File: src/sv/hsvrgb_pkg.sv
package hsvrgb_pkg;

  typedef struct packed {
    logic [8:0] hue;
    logic [7:0] saturation;
    logic [7:0] brightness;
  } hsv_word_t;

  typedef struct packed {
    logic [7:0] red_out;
    logic [7:0] green_out;
    logic [7:0] blue_out;
  } rgb_word_t;

  // hue sectors, 60 degrees each
  localparam logic [2:0] SEC_R_G = 3'd0;
  localparam logic [2:0] SEC_G_R = 3'd1;
  localparam logic [2:0] SEC_G_B = 3'd2;
  localparam logic [2:0] SEC_B_G = 3'd3;
  localparam logic [2:0] SEC_B_R = 3'd4;
  localparam logic [2:0] SEC_R_B = 3'd5;

  localparam logic [8:0] HUE_WRAP = 9'd360;
  localparam logic [8:0] HUE_60   = 9'd60;
  localparam logic [8:0] HUE_120  = 9'd120;
  localparam logic [8:0] HUE_180  = 9'd180;
  localparam logic [8:0] HUE_240  = 9'd240;
  localparam logic [8:0] HUE_300  = 9'd300;

  // numerator width: 60*255*255 < 2**22
  localparam int unsigned NUM_W = 22;
  localparam logic [NUM_W-1:0] DIV_DEN   = 22'd15300;
  // floor(2**32 / 15300); estimate is low by at most one
  localparam logic [18:0]      DIV_RECIP = 19'd280716;
  localparam int unsigned      PROD_W    = NUM_W + 19;

endpackage

File: src/sv/hsvrgb_div.sv
module hsvrgb_div
  import hsvrgb_pkg::*;
(
  input  logic             clk,
  input  logic             en_a,
  input  logic             en_b,
  input  logic [NUM_W-1:0] num,
  output logic [7:0]       quo
);

  logic [PROD_W-1:0] prod_r;
  logic [NUM_W-1:0]  num_r;
  logic [7:0]        quo_r;
  logic [7:0]        q_est;
  logic [NUM_W-1:0]  q_mul;
  logic [NUM_W-1:0]  rem;
  logic [7:0]        quo_nxt;

  // reciprocal multiply; quotient sits in bits 39:32
  always_ff @(posedge clk) begin
    if (en_a) begin
      prod_r <= PROD_W'(num) * PROD_W'(DIV_RECIP);
      num_r  <= num;
    end
  end

  always_comb begin
    q_est   = prod_r[39:32];
    q_mul   = NUM_W'(q_est) * DIV_DEN;
    rem     = num_r - q_mul;
    quo_nxt = (rem >= DIV_DEN) ? q_est + 8'd1 : q_est;
  end

  always_ff @(posedge clk) begin
    if (en_b) begin
      quo_r <= quo_nxt;
    end
  end

  assign quo = quo_r;

endmodule

File: src/sv/hsv_to_rgb_convert_core.sv
// HSV to RGB pixel converter.
// Input channel: in_valid / in_stall / in_word (hue 0..511 degrees, reduced modulo 360, saturation
// and brightness as n/255). Output channel: out_valid / out_stall / out_word
// (8-bit red, green, blue, truncated toward zero).
// A word is taken at a clock edge with valid high and stall low.
// Throughput: one pixel per clock when the receiver does not stall.
// Stages: hue sector and ramp slope with v*s; base, chroma and ramp products;
// per-channel sums; reciprocal multiply; quotient correction into the output
// register. Each stage carries a valid bit and refills as soon as the stage
// below moves, so bubbles are squeezed out.
// When out_stall is held the output word holds; upstream stages keep filling
// until the pipe is full, then in_stall rises.
// Synchronous reset (rst_n low) empties the pipe; out_valid goes low.
module hsv_to_rgb_convert_core
  import hsvrgb_pkg::*;
(
  input  logic      clk,
  input  logic      rst_n,
  input  logic      in_valid,
  output logic      in_stall,
  input  hsv_word_t in_word,
  output logic      out_valid,
  input  logic      out_stall,
  output rgb_word_t out_word
);

  localparam int unsigned N_ST = 5;

  logic [N_ST-1:0] vld_r;
  logic [N_ST-1:0] go;

  // stage 1
  logic [15:0] vs_r;
  logic [7:0]  v1_r;
  logic [2:0]  sec1_r;
  logic [5:0]  k1_r;
  // stage 2
  logic [NUM_W-1:0] base_r;
  logic [NUM_W-1:0] chroma_r;
  logic [NUM_W-1:0] ramp_r;
  logic [2:0]       sec2_r;
  // stage 3
  logic [NUM_W-1:0] num_r [3];

  logic [8:0]       h_red;
  logic [8:0]       hm;
  logic [6:0]       k_w;
  logic [2:0]       sec_nxt;
  logic [5:0]       k_nxt;
  logic [15:0]      vns;
  logic [NUM_W-1:0] num_nxt [3];
  logic [7:0]       quo [3];

  always_comb begin
    go[N_ST-1] = !vld_r[N_ST-1] || !out_stall;
    for (int i = N_ST - 2; i >= 0; i--) begin
      go[i] = !vld_r[i] || go[i+1];
    end
  end

  assign in_stall = !go[0];

  always_ff @(posedge clk) begin
    if (!rst_n) begin
      vld_r <= '0;
    end else begin
      if (go[0]) begin
        vld_r[0] <= in_valid;
      end
      for (int i = 1; i < N_ST; i++) begin
        if (go[i]) begin
          vld_r[i] <= vld_r[i-1];
        end
      end
    end
  end

  // hue reduction, sector and ramp slope k = 60 - |(h mod 120) - 60|
  always_comb begin
    h_red = (in_word.hue >= HUE_WRAP) ? in_word.hue - HUE_WRAP : in_word.hue;
    if (h_red < HUE_60) begin
      sec_nxt = SEC_R_G;
    end else if (h_red < HUE_120) begin
      sec_nxt = SEC_G_R;
    end else if (h_red < HUE_180) begin
      sec_nxt = SEC_G_B;
    end else if (h_red < HUE_240) begin
      sec_nxt = SEC_B_G;
    end else if (h_red < HUE_300) begin
      sec_nxt = SEC_B_R;
    end else begin
      sec_nxt = SEC_R_B;
    end
    if (h_red >= HUE_240) begin
      hm = h_red - HUE_240;
    end else if (h_red >= HUE_120) begin
      hm = h_red - HUE_120;
    end else begin
      hm = h_red;
    end
    k_w   = (hm >= HUE_60) ? 7'(HUE_120 - hm) : hm[6:0];
    k_nxt = k_w[5:0];
  end

  always_ff @(posedge clk) begin
    if (go[0]) begin
      vs_r   <= 16'(in_word.brightness) * 16'(in_word.saturation);
      v1_r   <= in_word.brightness;
      sec1_r <= sec_nxt;
      k1_r   <= k_nxt;
    end
  end

  // v*(255-s) = 255v - vs, never negative
  assign vns = {v1_r, 8'd0} - 16'(v1_r) - vs_r;

  always_ff @(posedge clk) begin
    if (go[1]) begin
      base_r   <= NUM_W'(vns) * NUM_W'(60);
      chroma_r <= NUM_W'(vs_r) * NUM_W'(60);
      ramp_r   <= NUM_W'(vs_r) * NUM_W'(k1_r);
      sec2_r   <= sec1_r;
    end
  end

  // channel order: 0 red, 1 green, 2 blue
  always_comb begin
    num_nxt[0] = base_r;
    num_nxt[1] = base_r;
    num_nxt[2] = base_r;
    case (sec2_r)
      SEC_R_G: begin
        num_nxt[0] = base_r + chroma_r;
        num_nxt[1] = base_r + ramp_r;
      end
      SEC_G_R: begin
        num_nxt[0] = base_r + ramp_r;
        num_nxt[1] = base_r + chroma_r;
      end
      SEC_G_B: begin
        num_nxt[1] = base_r + chroma_r;
        num_nxt[2] = base_r + ramp_r;
      end
      SEC_B_G: begin
        num_nxt[1] = base_r + ramp_r;
        num_nxt[2] = base_r + chroma_r;
      end
      SEC_B_R: begin
        num_nxt[0] = base_r + ramp_r;
        num_nxt[2] = base_r + chroma_r;
      end
      default: begin
        num_nxt[0] = base_r + chroma_r;
        num_nxt[2] = base_r + ramp_r;
      end
    endcase
  end

  always_ff @(posedge clk) begin
    if (go[2]) begin
      for (int c = 0; c < 3; c++) begin
        num_r[c] <= num_nxt[c];
      end
    end
  end

  // divide by 15300 per channel
  for (genvar c = 0; c < 3; c++) begin : g_div
    hsvrgb_div u_div (
      .clk  (clk),
      .en_a (go[3]),
      .en_b (go[4]),
      .num  (num_r[c]),
      .quo  (quo[c])
    );
  end

  assign out_valid          = vld_r[N_ST-1];
  assign out_word.red_out   = quo[0];
  assign out_word.green_out = quo[1];
  assign out_word.blue_out  = quo[2];

endmodule

File: config.mk
export PLATFORM = sky130hd
export DESIGN_NAME = hsv_to_rgb_convert_core
export DESIGN_NICKNAME = d
export VERILOG_FILES = /design/src/sv/hsvrgb_pkg.sv /design/src/sv/hsvrgb_div.sv /design/src/sv/hsv_to_rgb_convert_core.sv
export SDC_FILE = /design/constraint.sdc
export NUM_CORES = 2
export LEC_CHECK = 0
export ABC_AREA = 1
export BUFFER_PORTS_ARGS = -buffer_cell sky130_fd_sc_hd__buf_2
export CORE_MARGIN = 5
export CORE_UTILIZATION = 60
export CTS_CLUSTER_DIAMETER = 100
export DETAILED_ROUTE_END_ITERATION = 12
export MAX_ROUTING_LAYER = met4
export PLACE_DENSITY_LB_ADDON = 0.05
export SYNTH_ARGS = -nofsm -noshare
export SYNTH_HDL_FRONTEND = slang
export SYNTH_SLANG_ARGS = --single-unit
File: constraint.sdc
create_clock -name clk -period 14.4 [get_ports clk]
set_clock_uncertainty 0.05 [all_clocks]
set_input_delay 2.16 -clock clk [delete_from_list [all_inputs] [get_ports clk]]
set_output_delay 2.16 -clock clk [all_outputs]
set_load 0.01 [all_outputs]
* After elaboration in Yosys (flattened, before gate mapping)
Memory sizes are Yosys's and may differ from the RTL's.
Index checks and enable logic that the tools add are counted.
** Cells by class
- Equality and inequality tests :: 4
- Order comparisons :: 12
- Multiply operators :: 10
- Add/subtract/negate cells :: 14
- Muxes and demuxes :: 16
- Reductions and logical operators :: 21
** Operator list (number)
- 22-bit one-hot mux with 2 select lines :: 3
- 22-bit by 17-bit multiplier with 38-bit output (second input constant) :: 3
- 22-bit by 14-bit >= comparator with 1-bit output (second input constant) :: 3
- 22-bit subtractor :: 3
- 8-bit by 12-bit multiplier with 20-bit output (second input constant) :: 3
- 22-bit adder :: 2
- 16-bit by 4-bit multiplier with 20-bit output (second input constant) :: 2
- 9-bit 2-to-1 mux :: 3
- 8-bit by 1-bit adder with 8-bit output (second input constant) :: 3
- 8-bit 2-to-1 mux :: 3
- 16-bit by 6-bit multiplier with 22-bit output :: 1
- 9-bit by 8-bit less-than comparator with 1-bit output (second input constant) :: 2
- 8-bit by 8-bit multiplier with 16-bit output :: 1
- 16-bit subtractor :: 1
- 16-bit by 8-bit subtractor with 16-bit output :: 1
- 2-bit OR reduction :: 7
- 9-bit by 6-bit >= comparator with 1-bit output (second input constant) :: 1
- 9-bit by 7-bit >= comparator with 1-bit output (second input constant) :: 1
- 9-bit by 8-bit >= comparator with 1-bit output (second input constant) :: 1
- 9-bit >= comparator (second input constant) :: 1
- 9-bit by 6-bit less-than comparator with 1-bit output (second input constant) :: 1
- 9-bit by 7-bit less-than comparator with 1-bit output (second input constant) :: 1
- 9-bit less-than comparator (second input constant) :: 1
- 9-bit by 7-bit subtractor with 9-bit output (second input constant) :: 1
- 13 further kinds :: 28
** Storage, ports and cells
- Output and inout bits :: 26
- Logic and storage cells :: 102
- Flip-flop bits (word level) :: 307
- RAM bits :: 66
- Input port bits :: 29
- Memories :: 1
** Memory list
- num_r :: depth 3, bits a word 22, read ports 3, clocked after memory_dff 0, wr ports 3, RTL line hsv_to_rgb_convert_core.sv:43 : logic [NUM_W-1:0] num_r [3];

* Logic depth before layout (Yosys ltp)
- Word-level depth :: 7
- Depth in mapped cells :: 34
- Mapped depth without buffers :: 34

* Cells and area by module
A second synthesis with hierarchy kept.
** Unflattened totals
- Cells, all modules :: 5462
- Area total of the unflattened synthesis :: 44669.1 µm²
** By module, submodules not included
- hsv_to_rgb_convert_core :: cells each 2014, area an instance 17401.7 µm², instances 1, seq. area each 5024.8 µm²
- hsvrgb_div at g_div[2].u_div :: cells each 1169, area an instance 9248.9 µm², instances 1, seq. area each 1081.0 µm²
- hsvrgb_div at g_div[0].u_div :: cells each 1130, area an instance 9039.9 µm², instances 1, seq. area each 1081.0 µm²
- hsvrgb_div at g_div[1].u_div :: cells each 1149, area an instance 8978.6 µm², instances 1, seq. area each 1081.0 µm²

* Least setup slack after synthesis
Ideal clock, no wire load.
- Kind :: input -> output
- Start point :: in out_stall
- End point :: out in_stall
- Arrival time :: 7671 ps
- Setup slack :: 4519 ps
- Stages :: 8
- Required time :: 12190 ps
- Path buffers :: 0
- Cell sequence :: nand2_1 -> nor2_1 -> inv_1 -> nor2_1 -> inv_1 -> nor2_1 -> inv_1 -> nor2_1
** On the way
- Cells in the longest elaborated chain, start to end :: 7
** Ends and longest elaborated chain
- start, declared :: RTL line hsv_to_rgb_convert_core.sv:23 : input logic out_stall,
- 1-bit zero test :: RTL line hsv_to_rgb_convert_core.sv:55 : go[N_ST-1] = !vld_r[N_ST-1] || !out_stall;
- 1-bit logical OR :: RTL line hsv_to_rgb_convert_core.sv:55
- 1-bit logical OR :: RTL line hsv_to_rgb_convert_core.sv:57 : go[i] = !vld_r[i] || go[i+1];
- named net g_div[0].u_div.en_a :: RTL line hsvrgb_div.sv:5 : input logic en_a,
- 1-bit logical OR :: RTL line hsv_to_rgb_convert_core.sv:57
- named net go[2] :: RTL line hsv_to_rgb_convert_core.sv:30 : logic [N_ST-1:0] go;
- 1-bit logical OR :: RTL line hsv_to_rgb_convert_core.sv:57
- named net go[1] :: RTL line hsv_to_rgb_convert_core.sv:30
- 1-bit logical OR :: RTL line hsv_to_rgb_convert_core.sv:57
- 1-bit zero test :: RTL line hsv_to_rgb_convert_core.sv:61 : assign in_stall = !go[0];
- end, declared :: RTL line hsv_to_rgb_convert_core.sv:20 : output logic in_stall,
The timed path passes the listed nets, and every way through them passes these cells.

* Final worst setup path
- Start point :: in out_stall
- End point :: out in_stall
** On the way
- Cells in the longest elaborated chain, start to end :: 7
** Ends and longest elaborated chain
- 1-bit zero test :: RTL line hsv_to_rgb_convert_core.sv:55
- 1-bit logical OR :: RTL line hsv_to_rgb_convert_core.sv:55
- named net g_div[0].u_div.en_b :: RTL line hsvrgb_div.sv:6 : input logic en_b,
- 1-bit logical OR :: RTL line hsv_to_rgb_convert_core.sv:57
- named net g_div[0].u_div.en_a :: RTL line hsvrgb_div.sv:5
- 1-bit logical OR :: RTL line hsv_to_rgb_convert_core.sv:57
- named net go[2] :: RTL line hsv_to_rgb_convert_core.sv:30
- 1-bit logical OR :: RTL line hsv_to_rgb_convert_core.sv:57
- named net go[1] :: RTL line hsv_to_rgb_convert_core.sv:30
- 1-bit logical OR :: RTL line hsv_to_rgb_convert_core.sv:57
- 1-bit zero test :: RTL line hsv_to_rgb_convert_core.sv:61
The timed path passes the listed nets, and every way through them passes these cells.

==> flow_summary.json <==
{
  "io_buffers": 54,
  "ios": 55,
  "numCtsBuffers": 40,
  "synth_top_family_by_area": "adder cells",
  "final_common_cell": "inv_1",
  "reg2reg_from": "g_div[1].u_div.prod_r[37]$_DFFE_PP_",
  "hold_viol_final": 0,
  "dr_total_vias": 32900,
  "synthSimpleGateAreaFrac_pct": 15.5,
  "overflow": 0,
  "syn2layout_area_growth_pct": 6.23,
  "drv_slew": 0,
  "grt_pass1_vias": 32800,
  "grtUsageTotal_pct": 27.3,
  "path_clk_slew_ns": 0.06,
  "ys_warn_count": 0,
  "critPathKind": "in -> out",
  "synth_ff_type": "edfxtp_1",
  "reg2reg_slack_ns": 7.94,
  "arrival_ns": 5.22,
  "holdCritStartpoint": "sec1_r[0]$_SDFFCE_PP0N_",
  "cp_common_cell": "nor2_1",
  "drc": 0,
  "via_per_inst": 5.41,
  "fin_crit_ns": 7.43,
  "synth_area_leaders": "ha_1 (23%), fa_1 (19%), edfxtp_1 (19%)",
  "start_util_pct": 60.3,
  "netlist_area_sq_mm": 0.0431,
  "globalRouteMet1Util_pct": 36.4,
  "reg2reg_depth": 29,
  "routed_wl_um": 101000,
  "cts_tree": "done",
  "wl_per_cell_um": 16.6,
  "grt_max_degree": 69,
  "ctsHoldBuffers": 0,
  "ys_seq_elements": 277,
  "synth_compound_area_share_pct": 8.13,
  "fin_util_pct": 64.1,
  "die_area_sq_mm": 0.0772,
  "drtAntennaViolNets": 0,
  "nFillCells": 6339,
  "yosysSeqAreaShare_pct": 19.2,
  "cp-end-kind": "primary output",
  "timing.fmax_mhz": 135,
  "min_path_cells": 0,
  "cts-root-buf": "clkbuf_16",
  "relSlewSlack_pct": 35.5,
  "crit_family": "buffers and inverters",
  "insertion_delay_ns": 0.58,
  "synth_cell_types": 61,
  "critPathLaunchType": "primary input",
  "synth_edf_count": 272,
  "drt_pass1_iterations": 9,
  "hold_path_class": "reg -> reg",
  "ys_async_sr_fraction_pct": 0,
  "crit_buf_inv": 8,
  "hpwlAfterDp_um": 84300,
  "status": "finished clean",
  "synth_top_area_cell": "ha_1",
  "synth.area.mux_share_pct": 0,
  "drive_gt1_share_pct": 3.45,
  "synth_top_area_share_pct": 23.3,
  "busiest_layer": "met2",
  "drv_cap": 0,
  "rows": 98,
  "gp_congestion": 0.985,
  "critical-path-slowest-cell": "buf_4",
  "cp.required_ns": 12.19,
  "clk_path_buf_depth": 3,
  "layout_common_cells": "inv_1 (1079), nand2_1 (929), ha_1 (803)",
  "grt_pass1_wl_um": 167000,
  "syn_area_per_cell_sq_um": 8.53,
  "crit_fanout": 68,
  "rr_endpoint": "g_div[1].u_div.quo[7]$_DFFE_PP_",
  "tns_ns": 0,
  "rsz0062_at_grt": "false",
  "synth_nets": 6293,
  "synth_adder_area_share_pct": 42.6,
  "drt_iter0_drc": 1738,
  "htree_levels": 2,
  "antenna_cells": 0,
  "post_cts_resize_count": 0,
  "fin_nets": 6357,
  "slowest_delay_ns": 0.63,
  "clock-sinks": 277,
  "cts_setup_buffers": 0,
  "fp.coreArea_sq_mm": 0.0714,
  "syn_inst": 5046,
  "dieWidth_um": 278,
  "hold-path-endpoint": "sec2_r[0]$_DFFE_PP_",
  "crit_chain": "buf_2 -> nand2_1 -> buf_4 -> nor2_1 -> clkinv_2 -> nor2_1 -> inv_2 -> buf_4 -> nor2_1 -> inv_2 -> buf_4 -> nor2_1 -> buf_2",
  "antenna_found_initial": 1,
  "setup_viol": 0,
  "synth_xor_area_share_pct": 4.72,
  "use_met3_pct": 2.53,
  "met2_usage_pct": 45.1,
  "die_y_um": 278,
  "fin_crit_sh_pct": 51.6,
  "worstMarginPinSlew_ns": 0.968
}
## registers in the layout, summed over array words and instances (netlist names)
| signal | cells |
|---|---|
| base_r | 20 |
| ramp_r | 22 |
| g_div.u_div.prod_r | 24 |
| g_div.u_div.num_r | 60 |
| g_div.u_div.quo | 24 |
| vld_r | 5 |
| v1_r | 8 |
| k1_r | 6 |
| sec1_r | 3 |
| sec2_r | 3 |
| chroma_r | 20 |
| num_r | 66 |
| vs_r | 16 |
## layer usage
layer / vias up / part of all wire [%] / wire (um)
met3: 189 / 3.7 / 3790
met1: 15500 / 46 / 46400
met4: 0 / 3.5 / 3530
li1: 16500 / - / -
met5: - / 0 / 0
met2: 664 / 47 / 47500
## worst max path at each step
stage,startpoint,end,cells after the start
CTS,out_stall,in_stall,13
global placement,out_stall,in_stall,13
detailed placement,out_stall,in_stall,13
floorplan,out_stall,in_stall,8
finish,out_stall,in_stall,13
global route,out_stall,in_stall,13
## per-stage QoR
step                std cells  setup slack [ns]  hold slack (ns)  instance area [sq um]
finish                   6087              6.97            0.372                  45700
global route             6087              6.62            0.388                  45700
CTS                      6087              6.91            0.373                  45700
detailed placement       6018              6.92            0.359                  44400
global placement         6018              6.94            0.360                  44400
floorplan                5046              4.52            0.350                  43100
## area by class of cell
| cell class | instances | area [sq um] | area share [%] |
|---|---|---|---|
| multi-input combinational | 3640 | 30600 | 66.8 |
| clock inverter | 23 | 255 | 0.558 |
| inverter | 1085 | 4070 | 8.91 |
| timing repair buffer | 66 | 360 | 0.788 |
| sequential | 277 | 8270 | 18.1 |
| clock buffer | 46 | 1040 | 2.28 |
| tap | 950 | 1190 | 2.60 |
## synthesized netlist by cell type, drive strengths merged (2+ instances only)
cell type / number
o2111ai: 2
nand2: 946
nor3b: 2
a31oi: 36
fa: 415
o221ai: 3
nand4: 50
and3: 3
inv: 1083
o31ai: 9
a2111oi: 2
o21ai: 145
nor2: 253
a221o: 2
nor4: 9
or2: 9
a21boi: 10
clkbuf: 43
ha: 803
a22oi: 2
dfxtp: 5
o211a: 2
o21a: 17
a211oi: 10
clkinv: 2
nand3: 240
nand3b: 8
xnor2: 77
a21o: 25
o211ai: 17
a221oi: 5
a21oi: 304
edfxtp: 272
xor2: 155
o21bai: 17
nor3: 53
## cells by family (layout without fill, tap and decap cells)
family | after synthesis | after routing
AOI/OAI and AO/OA | 615 | 615
xor gates and xnor gates | 232 | 232
and+or+nand+nor | 1575 | 1575
DFF | 277 | 277
adders and majority gates | 1218 | 1218
buffers and inverters | 1129 | 1220
Power is not shown: default switching activity piles up to over one toggle a cycle in this logic, so the estimate is an artifact.
